===== src/sv/recovery_stand_joint_sequencer_macros.svh =====
// Assertion macros for the recovery stand joint sequencer.
`ifndef RECOVERY_STAND_JOINT_SEQUENCER_MACROS_SVH
`define RECOVERY_STAND_JOINT_SEQUENCER_MACROS_SVH

// Check that a condition holds in the same cycle as its trigger.
`define RSJS_ASSERT_NOW(label, trig, cond, msg) \
    label: assert property (@(posedge clk) disable iff (!rst_n) (trig) |-> (cond)) \
        else $error(msg);

// Check that a condition holds in the cycle after its trigger.
`define RSJS_ASSERT_NEXT(label, trig, cond, msg) \
    label: assert property (@(posedge clk) disable iff (!rst_n) (trig) |=> (cond)) \
        else $error(msg);

`endif


===== src/sv/rsjs_pkg.sv =====
// Shared constants, types and codes of the recovery stand joint sequencer.
package rsjs_pkg;

    localparam int LEGS      = 4;
    localparam int POS_BITS  = 16;
    localparam int NJ        = 3 * LEGS;
    localparam int IDX_W     = $clog2(NJ);
    localparam int JOINT_W   = 4;
    localparam int TGT_DEPTH = 3 * NJ;
    localparam int TGT_AW    = $clog2(TGT_DEPTH);
    localparam int CFG_W     = 16;
    localparam int CNT_W     = 16;
    localparam int L_W       = 13;
    localparam int FRAC_W    = 12;

    localparam logic signed [15:0] H_STAND_LO = 16'sd819;
    localparam logic signed [15:0] H_STAND_HI = 16'sd1844;
    localparam logic signed [15:0] H_FAIL     = 16'sd410;
    localparam logic [CNT_W-1:0]   CNT_MAX    = '1;

    // Reciprocal of ten, scaled by 2^23, for the seventy percent threshold.
    localparam logic [19:0] RECIP10   = 20'd838861;
    localparam int          RECIP_SH  = 23;

    localparam logic [2:0] CFG_ROLL_RAMP   = 3'd0;
    localparam logic [2:0] CFG_ROLL_SETTLE = 3'd1;
    localparam logic [2:0] CFG_FOLD_RAMP   = 3'd2;
    localparam logic [2:0] CFG_FOLD_SETTLE = 3'd3;
    localparam logic [2:0] CFG_STAND_RAMP  = 3'd4;

    typedef enum logic [1:0] {
        OP_LOAD  = 2'd0,
        OP_STORE = 2'd1,
        OP_ENTER = 2'd2,
        OP_TICK  = 2'd3
    } op_t;

    typedef enum logic [1:0] {
        PH_STAND = 2'd0,
        PH_FOLD  = 2'd1,
        PH_ROLL  = 2'd2,
        PH_NONE  = 2'd3
    } phase_t;

    typedef enum logic [3:0] {
        S_IDLE,
        S_DECIDE,
        S_ENTER_RD,
        S_ENTER_WR,
        S_FAIL_RD,
        S_FAIL_WR,
        S_RAMP,
        S_JRD,
        S_JMUL,
        S_JOUT
    } seq_state_t;

    typedef enum logic [2:0] {
        R_IDLE,
        R_DIV,
        R_SQ,
        R_CUBE,
        R_DONE
    } ramp_state_t;

endpackage


===== src/sv/rsjs_ram.sv =====
// Generic single-write, single-read RAM with registered read data.
module rsjs_ram #(
    parameter int WIDTH = 16,
    parameter int DEPTH = 16
) (
    input  logic                     clk,
    input  logic                     we,
    input  logic [$clog2(DEPTH)-1:0] waddr,
    input  logic [WIDTH-1:0]         wdata,
    input  logic                     re,
    input  logic [$clog2(DEPTH)-1:0] raddr,
    output logic [WIDTH-1:0]         rdata
);

    logic [WIDTH-1:0] mem [DEPTH];

    // Write and read ports
    always_ff @(posedge clk)
    begin
        if (we)
        begin
            mem[waddr] <= wdata;
        end
        if (re)
        begin
            rdata <= mem[raddr];
        end
    end

endmodule


===== src/sv/rsjs_ramp.sv =====
// Smoothstep ramp unit: serial divide for l, then two registered multiplies for p.
module rsjs_ramp
    import rsjs_pkg::*;
(
    input  logic             clk,
    input  logic             rst_n,
    input  logic             go,
    input  logic [CNT_W-1:0] count,
    input  logic [CFG_W-1:0] ramp,
    output logic             p_valid,
    output logic [L_W-1:0]   p
);

    ramp_state_t st_reg, st_next;
    logic [CFG_W-1:0]  rem_reg;
    logic [CFG_W-1:0]  ramp_reg;
    logic [FRAC_W-1:0] q_reg;
    logic [L_W-1:0]    l_reg;
    logic [3:0]        it_reg;
    logic [2*L_W-1:0]  sq_reg;
    logic [2*L_W+13:0] cube_reg;
    logic [CFG_W:0]    trial;
    logic              fits;
    logic [13:0]       kfac;

    assign trial = {rem_reg, 1'b0};
    assign fits  = trial >= {1'b0, ramp_reg};
    assign kfac  = 14'd12288 - {l_reg, 1'b0};

    // Next state
    always_comb
    begin
        st_next = st_reg;
        case (st_reg)
            R_IDLE:
            begin
                if (go)
                begin
                    st_next = (count >= ramp) ? R_SQ : R_DIV;
                end
            end
            R_DIV:
            begin
                if (it_reg == 4'(FRAC_W - 1))
                begin
                    st_next = R_SQ;
                end
            end
            R_SQ:    st_next = R_CUBE;
            R_CUBE:  st_next = R_DONE;
            R_DONE:  st_next = R_IDLE;
            default: st_next = R_IDLE;
        endcase
    end

    always_ff @(posedge clk or negedge rst_n)
    begin
        if (!rst_n)
        begin
            st_reg <= R_IDLE;
        end
        else
        begin
            st_reg <= st_next;
        end
    end

    // Divide one quotient bit a cycle, then square and scale
    always_ff @(posedge clk)
    begin
        case (st_reg)
            R_IDLE:
            begin
                rem_reg  <= count;
                ramp_reg <= ramp;
                q_reg    <= '0;
                it_reg   <= '0;
                l_reg    <= L_W'(1 << FRAC_W);
            end
            R_DIV:
            begin
                rem_reg <= fits ? CFG_W'(trial - {1'b0, ramp_reg}) : CFG_W'(trial);
                q_reg   <= {q_reg[FRAC_W-2:0], fits};
                it_reg  <= it_reg + 4'd1;
                if (it_reg == 4'(FRAC_W - 1))
                begin
                    l_reg <= {1'b0, q_reg[FRAC_W-2:0], fits};
                end
            end
            R_SQ:
            begin
                sq_reg <= l_reg * l_reg;
            end
            R_CUBE:
            begin
                cube_reg <= sq_reg * kfac;
            end
            default:
            begin
            end
        endcase
    end

    assign p_valid = (st_reg == R_DONE);
    assign p       = cube_reg[24 + L_W - 1:24];

endmodule


===== src/sv/recovery_stand_joint_sequencer.sv =====
// Top level of the recovery stand joint sequencer: control, memories and outputs.
//
// Usage: raise start with opcode and fields while busy is low; the beat is taken
// at that edge. Load target (opcode 0) and store feedback (opcode 1) complete at
// the accepting edge and never raise busy. Enter recovery (opcode 2) walks all
// twelve joints to latch start positions while busy, with no result.
// A tick (opcode 3) runs the ramp unit (serial divide, skipped once the
// count has reached the ramp, then the R_SQ and R_CUBE multiplies and the R_DONE
// handoff) and then the S_JRD, S_JMUL and S_JOUT states per joint, giving twelve
// result beats, each shown for one cycle with result_valid high and last set on
// the twelfth. The twelfth beat shows in the same cycle as busy falls.
// A failed stand-up tick walks all twelve joints while busy and emits nothing.
// The receiver cannot stall: result beats are not held.
// Configuration writes (cfg_we, cfg_index, cfg_data) take effect at once; the
// user must make them only while the block is idle; the block itself does not
// enforce this.
// Reset clears the phase to fold, the count, the done flag and the valid bits
// of feedback and last commands; target and start memories hold garbage until
// written.
`include "recovery_stand_joint_sequencer_macros.svh"

module recovery_stand_joint_sequencer
    import rsjs_pkg::*;
(
    input  logic                       clk,
    input  logic                       rst_n,
    input  logic                       start,
    output logic                       busy,
    input  logic [1:0]                 opcode,
    input  logic [JOINT_W-1:0]         joint,
    input  logic [1:0]                 table_select,
    input  logic signed [POS_BITS-1:0] position,
    input  logic                       position_valid,
    input  logic                       upside_down,
    input  logic signed [15:0]         height,
    input  logic                       height_valid,
    input  logic                       cfg_we,
    input  logic [2:0]                 cfg_index,
    input  logic [CFG_W-1:0]           cfg_data,
    output logic                       result_valid,
    output logic [JOINT_W-1:0]         out_joint,
    output logic signed [POS_BITS-1:0] position_command,
    output logic [1:0]                 phase,
    output logic                       complete,
    output logic                       last
);

    localparam int PROD_W = POS_BITS + 1 + L_W + 1;

    seq_state_t st_reg, st_next;

    logic [CFG_W-1:0] roll_ramp_reg, roll_settle_reg, fold_ramp_reg;
    logic [CFG_W-1:0] fold_settle_reg, stand_ramp_reg, stand_lim_reg;
    logic [38:0]      lim_prod;

    phase_t           phase_reg, nphase_reg;
    logic [CNT_W-1:0] count_reg;
    logic             done_reg;
    logic             restart_reg;
    logic [IDX_W-1:0] idx_reg;
    logic [1:0]       op_reg;
    logic             inv_reg, hv_reg;
    logic signed [15:0] h_reg;
    logic [NJ-1:0]    fb_vld_reg, lc_vld_reg;

    logic                       accept;
    logic                       idx_end;
    logic                       failed, fail_hit;
    logic [CNT_W:0]             fold_sum, roll_sum;
    logic                       fold_end, roll_end;
    logic [CFG_W-1:0]           ramp_sel;
    logic                       ramp_go, p_valid;
    logic [L_W-1:0]             p;

    logic                       tgt_we, tgt_re;
    logic [TGT_AW-1:0]          tgt_waddr, tgt_raddr;
    logic [POS_BITS-1:0]        tgt_q;
    logic                       fb_we, fb_re;
    logic [POS_BITS-1:0]        fb_q;
    logic                       sp_we, sp_re;
    logic [POS_BITS-1:0]        sp_wdata, sp_q;
    logic                       lc_we, lc_re;
    logic [POS_BITS-1:0]        lc_q;

    logic signed [POS_BITS-1:0] start_hold_reg, tgt_hold_reg;
    logic signed [PROD_W-1:0]   prod_reg;
    logic signed [POS_BITS:0]   diff;
    logic signed [PROD_W-1:0]   rnd;
    logic signed [POS_BITS-1:0] cmd;

    assign accept  = start && (st_reg == S_IDLE);
    assign busy    = (st_reg != S_IDLE);
    assign idx_end = (idx_reg == IDX_W'(NJ - 1));

    // Configuration registers and the stand-up failure threshold
    assign lim_prod = (39'(stand_ramp_reg) * 39'd7) * 39'(RECIP10);

    always_ff @(posedge clk or negedge rst_n)
    begin
        if (!rst_n)
        begin
            roll_ramp_reg   <= 16'd300;
            roll_settle_reg <= 16'd300;
            fold_ramp_reg   <= 16'd800;
            fold_settle_reg <= 16'd1400;
            stand_ramp_reg  <= 16'd500;
            stand_lim_reg   <= 16'd350;
        end
        else
        begin
            stand_lim_reg <= CFG_W'(lim_prod >> RECIP_SH);
            if (cfg_we)
            begin
                case (cfg_index)
                    CFG_ROLL_RAMP:   roll_ramp_reg   <= cfg_data;
                    CFG_ROLL_SETTLE: roll_settle_reg <= cfg_data;
                    CFG_FOLD_RAMP:   fold_ramp_reg   <= cfg_data;
                    CFG_FOLD_SETTLE: fold_settle_reg <= cfg_data;
                    CFG_STAND_RAMP:  stand_ramp_reg  <= cfg_data;
                    default:
                    begin
                    end
                endcase
            end
        end
    end

    // Tick decisions
    assign failed   = inv_reg || !hv_reg || (h_reg < H_FAIL);
    assign fail_hit = (phase_reg == PH_STAND) && (count_reg > stand_lim_reg) && failed;
    assign fold_sum = {1'b0, fold_ramp_reg} + {1'b0, fold_settle_reg};
    assign roll_sum = {1'b0, roll_ramp_reg} + {1'b0, roll_settle_reg};
    assign fold_end = count_reg >= (fold_sum[CNT_W] ? CNT_MAX : fold_sum[CNT_W-1:0]);
    assign roll_end = count_reg >= (roll_sum[CNT_W] ? CNT_MAX : roll_sum[CNT_W-1:0]);

    always_comb
    begin
        case (phase_reg)
            PH_STAND: ramp_sel = stand_ramp_reg;
            PH_ROLL:  ramp_sel = roll_ramp_reg;
            default:  ramp_sel = fold_ramp_reg;
        endcase
    end

    assign ramp_go = (st_reg == S_DECIDE) && (op_reg == OP_TICK) && !fail_hit;

    rsjs_ramp u_ramp (
        .clk     (clk),
        .rst_n   (rst_n),
        .go      (ramp_go),
        .count   (count_reg),
        .ramp    (ramp_sel),
        .p_valid (p_valid),
        .p       (p)
    );

    // Next state
    always_comb
    begin
        st_next = st_reg;
        case (st_reg)
            S_IDLE:
            begin
                if (start && (opcode == OP_ENTER || opcode == OP_TICK))
                begin
                    st_next = S_DECIDE;
                end
            end
            S_DECIDE:
            begin
                if (op_reg == OP_ENTER)
                begin
                    st_next = S_ENTER_RD;
                end
                else if (fail_hit)
                begin
                    st_next = S_FAIL_RD;
                end
                else
                begin
                    st_next = S_RAMP;
                end
            end
            S_ENTER_RD: st_next = S_ENTER_WR;
            S_ENTER_WR: st_next = idx_end ? S_IDLE : S_ENTER_RD;
            S_FAIL_RD:  st_next = S_FAIL_WR;
            S_FAIL_WR:  st_next = idx_end ? S_IDLE : S_FAIL_RD;
            S_RAMP:     st_next = p_valid ? S_JRD : S_RAMP;
            S_JRD:      st_next = S_JMUL;
            S_JMUL:     st_next = S_JOUT;
            S_JOUT:     st_next = idx_end ? S_IDLE : S_JRD;
            default:    st_next = S_IDLE;
        endcase
    end

    // Memory port steering
    assign tgt_we    = accept && (opcode == OP_LOAD) && (joint < JOINT_W'(NJ))
                       && (table_select != 2'd3);
    assign tgt_waddr = TGT_AW'(table_select) * TGT_AW'(NJ) + TGT_AW'(joint);
    assign tgt_re    = (st_reg == S_ENTER_RD) || (st_reg == S_JRD);
    assign tgt_raddr = ((st_reg == S_JRD) ? TGT_AW'(phase_reg) * TGT_AW'(NJ) : '0)
                       + TGT_AW'(idx_reg);

    assign fb_we = accept && (opcode == OP_STORE) && (joint < JOINT_W'(NJ));
    assign fb_re = (st_reg == S_ENTER_RD) || (st_reg == S_FAIL_RD);

    assign lc_re = (st_reg == S_FAIL_RD);
    assign lc_we = (st_reg == S_JOUT);
    assign sp_re = (st_reg == S_JRD);

    always_comb
    begin
        sp_we    = 1'b0;
        sp_wdata = tgt_q;
        case (st_reg)
            S_ENTER_WR:
            begin
                sp_we    = 1'b1;
                sp_wdata = fb_vld_reg[idx_reg] ? fb_q : tgt_q;
            end
            S_FAIL_WR:
            begin
                sp_we = 1'b1;
                if (fb_vld_reg[idx_reg])
                begin
                    sp_wdata = fb_q;
                end
                else if (lc_vld_reg[idx_reg])
                begin
                    sp_wdata = lc_q;
                end
                else
                begin
                    sp_wdata = '0;
                end
            end
            S_JOUT:
            begin
                sp_we    = restart_reg;
                sp_wdata = tgt_hold_reg;
            end
            default:
            begin
            end
        endcase
    end

    rsjs_ram #(.WIDTH(POS_BITS), .DEPTH(TGT_DEPTH)) u_tgt_ram (
        .clk   (clk),
        .we    (tgt_we),
        .waddr (tgt_waddr),
        .wdata (position),
        .re    (tgt_re),
        .raddr (tgt_raddr),
        .rdata (tgt_q)
    );

    rsjs_ram #(.WIDTH(POS_BITS), .DEPTH(NJ)) u_fb_ram (
        .clk   (clk),
        .we    (fb_we),
        .waddr (IDX_W'(joint)),
        .wdata (position),
        .re    (fb_re),
        .raddr (idx_reg),
        .rdata (fb_q)
    );

    rsjs_ram #(.WIDTH(POS_BITS), .DEPTH(NJ)) u_start_ram (
        .clk   (clk),
        .we    (sp_we),
        .waddr (idx_reg),
        .wdata (sp_wdata),
        .re    (sp_re),
        .raddr (idx_reg),
        .rdata (sp_q)
    );

    rsjs_ram #(.WIDTH(POS_BITS), .DEPTH(NJ)) u_last_ram (
        .clk   (clk),
        .we    (lc_we),
        .waddr (idx_reg),
        .wdata (cmd),
        .re    (lc_re),
        .raddr (idx_reg),
        .rdata (lc_q)
    );

    // Command arithmetic
    assign diff = {tgt_q[POS_BITS-1], tgt_q} - {sp_q[POS_BITS-1], sp_q};
    assign rnd  = prod_reg + PROD_W'(1 << (FRAC_W - 1));
    assign cmd  = POS_BITS'(rnd >>> FRAC_W) + start_hold_reg;

    // Control state
    always_ff @(posedge clk or negedge rst_n)
    begin
        if (!rst_n)
        begin
            st_reg       <= S_IDLE;
            phase_reg    <= PH_FOLD;
            count_reg    <= '0;
            done_reg     <= 1'b0;
            idx_reg      <= '0;
            fb_vld_reg   <= '0;
            lc_vld_reg   <= '0;
            result_valid <= 1'b0;
        end
        else
        begin
            st_reg       <= st_next;
            result_valid <= 1'b0;
            if (fb_we)
            begin
                fb_vld_reg[IDX_W'(joint)] <= position_valid;
            end
            case (st_reg)
                S_DECIDE:
                begin
                    idx_reg <= '0;
                    if (op_reg == OP_ENTER)
                    begin
                        count_reg <= '0;
                        done_reg  <= 1'b0;
                        phase_reg <= (!inv_reg && hv_reg && h_reg > H_STAND_LO
                                      && h_reg < H_STAND_HI) ? PH_STAND : PH_FOLD;
                    end
                    else if (!fail_hit && phase_reg == PH_STAND
                             && count_reg >= stand_ramp_reg)
                    begin
                        done_reg <= 1'b1;
                    end
                end
                S_ENTER_WR:
                begin
                    idx_reg <= idx_reg + IDX_W'(1);
                end
                S_FAIL_WR:
                begin
                    idx_reg <= idx_reg + IDX_W'(1);
                    if (idx_end)
                    begin
                        phase_reg <= PH_FOLD;
                        count_reg <= '0;
                    end
                end
                S_JOUT:
                begin
                    idx_reg             <= idx_reg + IDX_W'(1);
                    lc_vld_reg[idx_reg] <= 1'b1;
                    result_valid        <= 1'b1;
                    if (idx_end)
                    begin
                        if (restart_reg)
                        begin
                            phase_reg <= nphase_reg;
                            count_reg <= '0;
                        end
                        else if (count_reg != CNT_MAX)
                        begin
                            count_reg <= count_reg + CNT_W'(1);
                        end
                    end
                end
                default:
                begin
                end
            endcase
        end
    end

    // Beat fields, operands and tick decisions
    always_ff @(posedge clk)
    begin
        if (accept)
        begin
            op_reg  <= opcode;
            inv_reg <= upside_down;
            h_reg   <= height;
            hv_reg  <= height_valid;
        end
        if (st_reg == S_DECIDE)
        begin
            restart_reg <= ((phase_reg == PH_FOLD) && fold_end)
                           || ((phase_reg == PH_ROLL) && roll_end);
            nphase_reg  <= (phase_reg == PH_ROLL) ? PH_FOLD
                           : (inv_reg ? PH_ROLL : PH_STAND);
        end
        if (st_reg == S_JMUL)
        begin
            start_hold_reg <= sp_q;
            tgt_hold_reg   <= tgt_q;
        end
        if (st_reg == S_JOUT)
        begin
            out_joint        <= JOINT_W'(idx_reg);
            position_command <= cmd;
            phase            <= phase_reg;
            complete         <= done_reg;
            last             <= idx_end;
        end
    end

    // Product of offset and ramp point, one joint at a time
    always_ff @(posedge clk)
    begin
        if (st_reg == S_JMUL)
        begin
            prod_reg <= diff * $signed({1'b0, p});
        end
    end

    `RSJS_ASSERT_NOW(a_mid_beat_busy, result_valid && !last, busy,
        "result beat before the twelfth while sequencer idle")
    `RSJS_ASSERT_NOW(a_last_beat_idle, result_valid && last, !busy,
        "sequencer still busy after the twelfth beat")
    `RSJS_ASSERT_NEXT(a_accept_quiet, start && !busy, !result_valid,
        "result beat right after an accepted command")
    `RSJS_ASSERT_NOW(a_phase_code, result_valid, phase != PH_NONE,
        "result beat carries an unused phase code")

endmodule


===== config.mk =====
export PLATFORM = sky130hd
export DESIGN_NAME = recovery_stand_joint_sequencer
export DESIGN_NICKNAME = d
export VERILOG_FILES = /design/src/sv/rsjs_pkg.sv /design/src/sv/rsjs_ram.sv /design/src/sv/rsjs_ramp.sv /design/src/sv/recovery_stand_joint_sequencer.sv
export VERILOG_INCLUDE_DIRS = /design/src /design/src/sv
export SDC_FILE = /design/constraint.sdc
export NUM_CORES = 2
export LEC_CHECK = 0
export ABC_AREA = 0
export BUFFER_PORTS_ARGS = -buffer_cell sky130_fd_sc_hd__buf_2
export CORE_MARGIN = 1
export CORE_UTILIZATION = 50
export CTS_CLUSTER_DIAMETER = 30
export DETAILED_ROUTE_END_ITERATION = 6
export PLACE_DENSITY = 0.74
export SLEW_MARGIN = 20
export SYNTH_ARGS = -nofsm -noshare
export SYNTH_HDL_FRONTEND = slang
export SYNTH_SLANG_ARGS = --single-unit

===== constraint.sdc =====
create_clock -name clk -period 18.2 [get_ports clk]
set_input_delay 5.46 -clock clk [delete_from_list [all_inputs] [get_ports clk]]
set_output_delay 5.46 -clock clk [all_outputs]
set_load 0.05 [all_outputs]

==> impl_results.md <==
- Worst Skew: 0.120 ns
- RSZ-0062 raised after global routing: false
- Starting Density: 0.504
- Clk_lat worst skew: 0.92 ns
- Final TNS setup: 0 ns
- Post-synthesis xor/xnor area fraction: 0.0200
- Layout overhead on the synthesized area: 14.8%
- Vias/cell: 5.77
- GPL Wtd Cong: 0.889
- Residual DRC: 1
- Post-Syn Instances: 6625
- Final hold vios: 0
- TritonCTS Buffers: 304
- Seq/Total Area, Yosys: 0.500
- First-pass GRT wire length: 347 mm
- Post-synthesis async set-or-reset flop share: 0.0968
- Largest stage delay on the critical path: 0.62 ns
- Number of enable flip-flop cells after synthesis: 1409
- Initial antenna violation count: 8
- WS Path Type: flop to flop
- MaxCap Viol Count: 0
- CP max-delay cell: dfrtp_1
- Worst EP arrival: 10.02 ns
- Yosys warning total: 0
- CP Capture Type: flop
- TritonCTS clock tree: done
- Endpoints failing setup: 0
- Die Y-Extent: 432 um
- Hold crit path type: flop to flop
- Synth cell types: 96
- DR pass1 iterations: 7
- Failing checks: DRC
- Max Fanout on Critical Path: 9
- Resized cells post-CTS: 0
- # hold bufs at CTS: 0
- Area leader, netlist: edfxtp_1
- Relative slew slack: 0.217
- Nets: 8186
- Via Count: 55324
- Wire length per cell: 23.2 um
- Total GRT Usage: 0.245
- Overflow after GRT: 0
- Sink Count: 1560
- Top post-synthesis cells by area: edfxtp_1 46%, fa_1 14%, mux4_2 8.0%
- Die area: 0.186 mm2
- Count of pins over their slew limit: 0
- Fmax: 0.108 GHz
- Mean Syn Cell Area: 13.9 um2
- Max Buffers Root-to-Sink: 4
- Layout cells sized above 1: 0.171
- Cell mode on critical path: fa_1
- # Post-CTS Setup Buffers: 0
- Row Count: 157
- Max reg flops: 576
- Crit path time final: 9.26 ns
- Antenna-violating nets left: 0
- Multiplexer share of the synthesized area: 0.0976
- Clock H-tree levels: 5
- Port Buffers: 90
- Most frequent cells in the layout: 1409 x edfxtp_1, 893 x inv_1, 661 x fa_1
- Required @ worst endpoint: 18.96 ns
- Detailed placer's ending HPWL: 141 mm
- Clk pin slew, worst setup/hold paths: 0.05 ns
- Core area: 0.183 mm2
- Largest family of logic cells by synthesized area: adder cells
- Outcome: finished with violations
- Horiz. Die Dim: 432 um
- DRT Wirelength: 223 mm
- Compound-gate portion of the synthesized area: 0.0442
- Largest Register: u_tgt_ram.mem
- Initial detailed-routing violation count: 5262
- Ports: 92
- Number of buffer and inverter stages on the critical path: 5
- Root Driver: clkbuf_16
- Adder-cell share of the synthesized area: 0.220
- Vias in the first global route: 59329
- Commonest non-fill, non-tap cell in the layout: edfxtp_1
- Area share of the largest cell type after synthesis: 0.458
- FF+latch count, synth: 1560
- Post-Syn Area: 0.0923 mm2
- Least-Margin Pin Slew: 1.16 ns
- Family with the most delay on the worst path: adder cells
- Leading register cell type out of synthesis: edfxtp_1
- Post-synthesis simple-gate area fraction: 0.0718
- Mapped Nets: 7913
- Crit start category: flop
- Largest net degree at the start of global routing: 118
- Post-route clock period utilization: 0.509
[worst paths after layout]
| path | start | end | slack, ns | cells past startpoint |
|---|---|---|---|---|
| worst max register to register | stand_ramp_reg[0] | stand_lim_reg[15] | 8.94 | 34 |
| worst min-delay path | u_start_ram.rdata[7] | start_hold_reg[7] | 0.45 | 0 |
| worst min register to register | u_start_ram.rdata[7] | start_hold_reg[7] | 0.45 | 0 |
| worst max-delay path | stand_ramp_reg[0] | stand_lim_reg[15] | 8.94 | 34 |
| max in group asynchronous | rst_n | idx_reg[1] | 11.89 | 2 |
| min in group asynchronous | rst_n | fold_ramp_reg[7] | 4.66 | 1 |
[layout make-up]
cell class,count,area [um2]
inverter,896,3360
clock buffer,338,7860
multi-input combinational,3929,42100
sequential,1560,46100
fill,13695,77300
antenna,2,5.00
tap,2464,3080
clock inverter,191,2090
timing repair buffer,207,1360
[stage by stage]
stage	hold WS (ns)	instances	setup WS [ns]	cell area, um2	utilization
2_1_floorplan	0.426	6625	9.86	92300	-
3_3_place_gp	0.437	9055	9.08	95900	0.523
3_5_place_dp	0.436	9055	9.04	96000	0.524
4_1_cts	0.451	9584	8.91	106000	0.578
5_1_grt	0.464	9587	8.22	106000	0.578
6_report	0.451	9587	8.94	106000	0.578
[cells by family after synthesis]
logic type	Yosys count
flip-flops	1560
AND/OR/NAND/NOR	1393
adder cells (fa/ha/maj)	1222
buffers and inverters	1136
AO/OA/AOI/OAI	623
multiplexers	482
XOR/XNOR	209
[synthesized netlist by cell type, drive strengths merged, types with 21 or more instances]
library cell  count
mux2             85
clkbuf          184
edfxtp         1409
nand2b           31
a21oi           145
nor2b            47
ha              560
dfrtp           121
nand3            56
xor2             71
mux4            326
a21o             77
o21a             21
fa              662
buf              56
dfstp            30
a22o             25
xnor2           138
nor3             46
o21ai           194
inv             894
nand2           567
or2              21
mux2i            71
and2            263
nor2            255
nand4            26
and3             29
[worst reg2reg max path, delay by kind of cell (launching register included)]
family | cells | cell delay [ns]
AOI/OAI and AO/OA | 14 | 3.41
xor gates and xnor gates | 2 | 0.57
adders and majority gates | 10 | 3.87
buffers and inverters | 5 | 0.29
DFF | 1 | 0.62
and+or+nand+nor | 3 | 0.37
[routing by layer]
| layer | global-route usage | wire [um] | vias up |
|---|---|---|---|
| li1 | - | - | 23895 |
| met2 | 0.411 | 111000 | 2434 |
| met3 | 0.0367 | 15900 | 561 |
| met5 | 0 | 0 | - |
| met1 | 0.317 | 86100 | 28434 |
| met4 | 0.104 | 9590 | 0 |
Power is not shown: default switching activity piles up to over one toggle a cycle in this logic, so the estimate is an artifact.
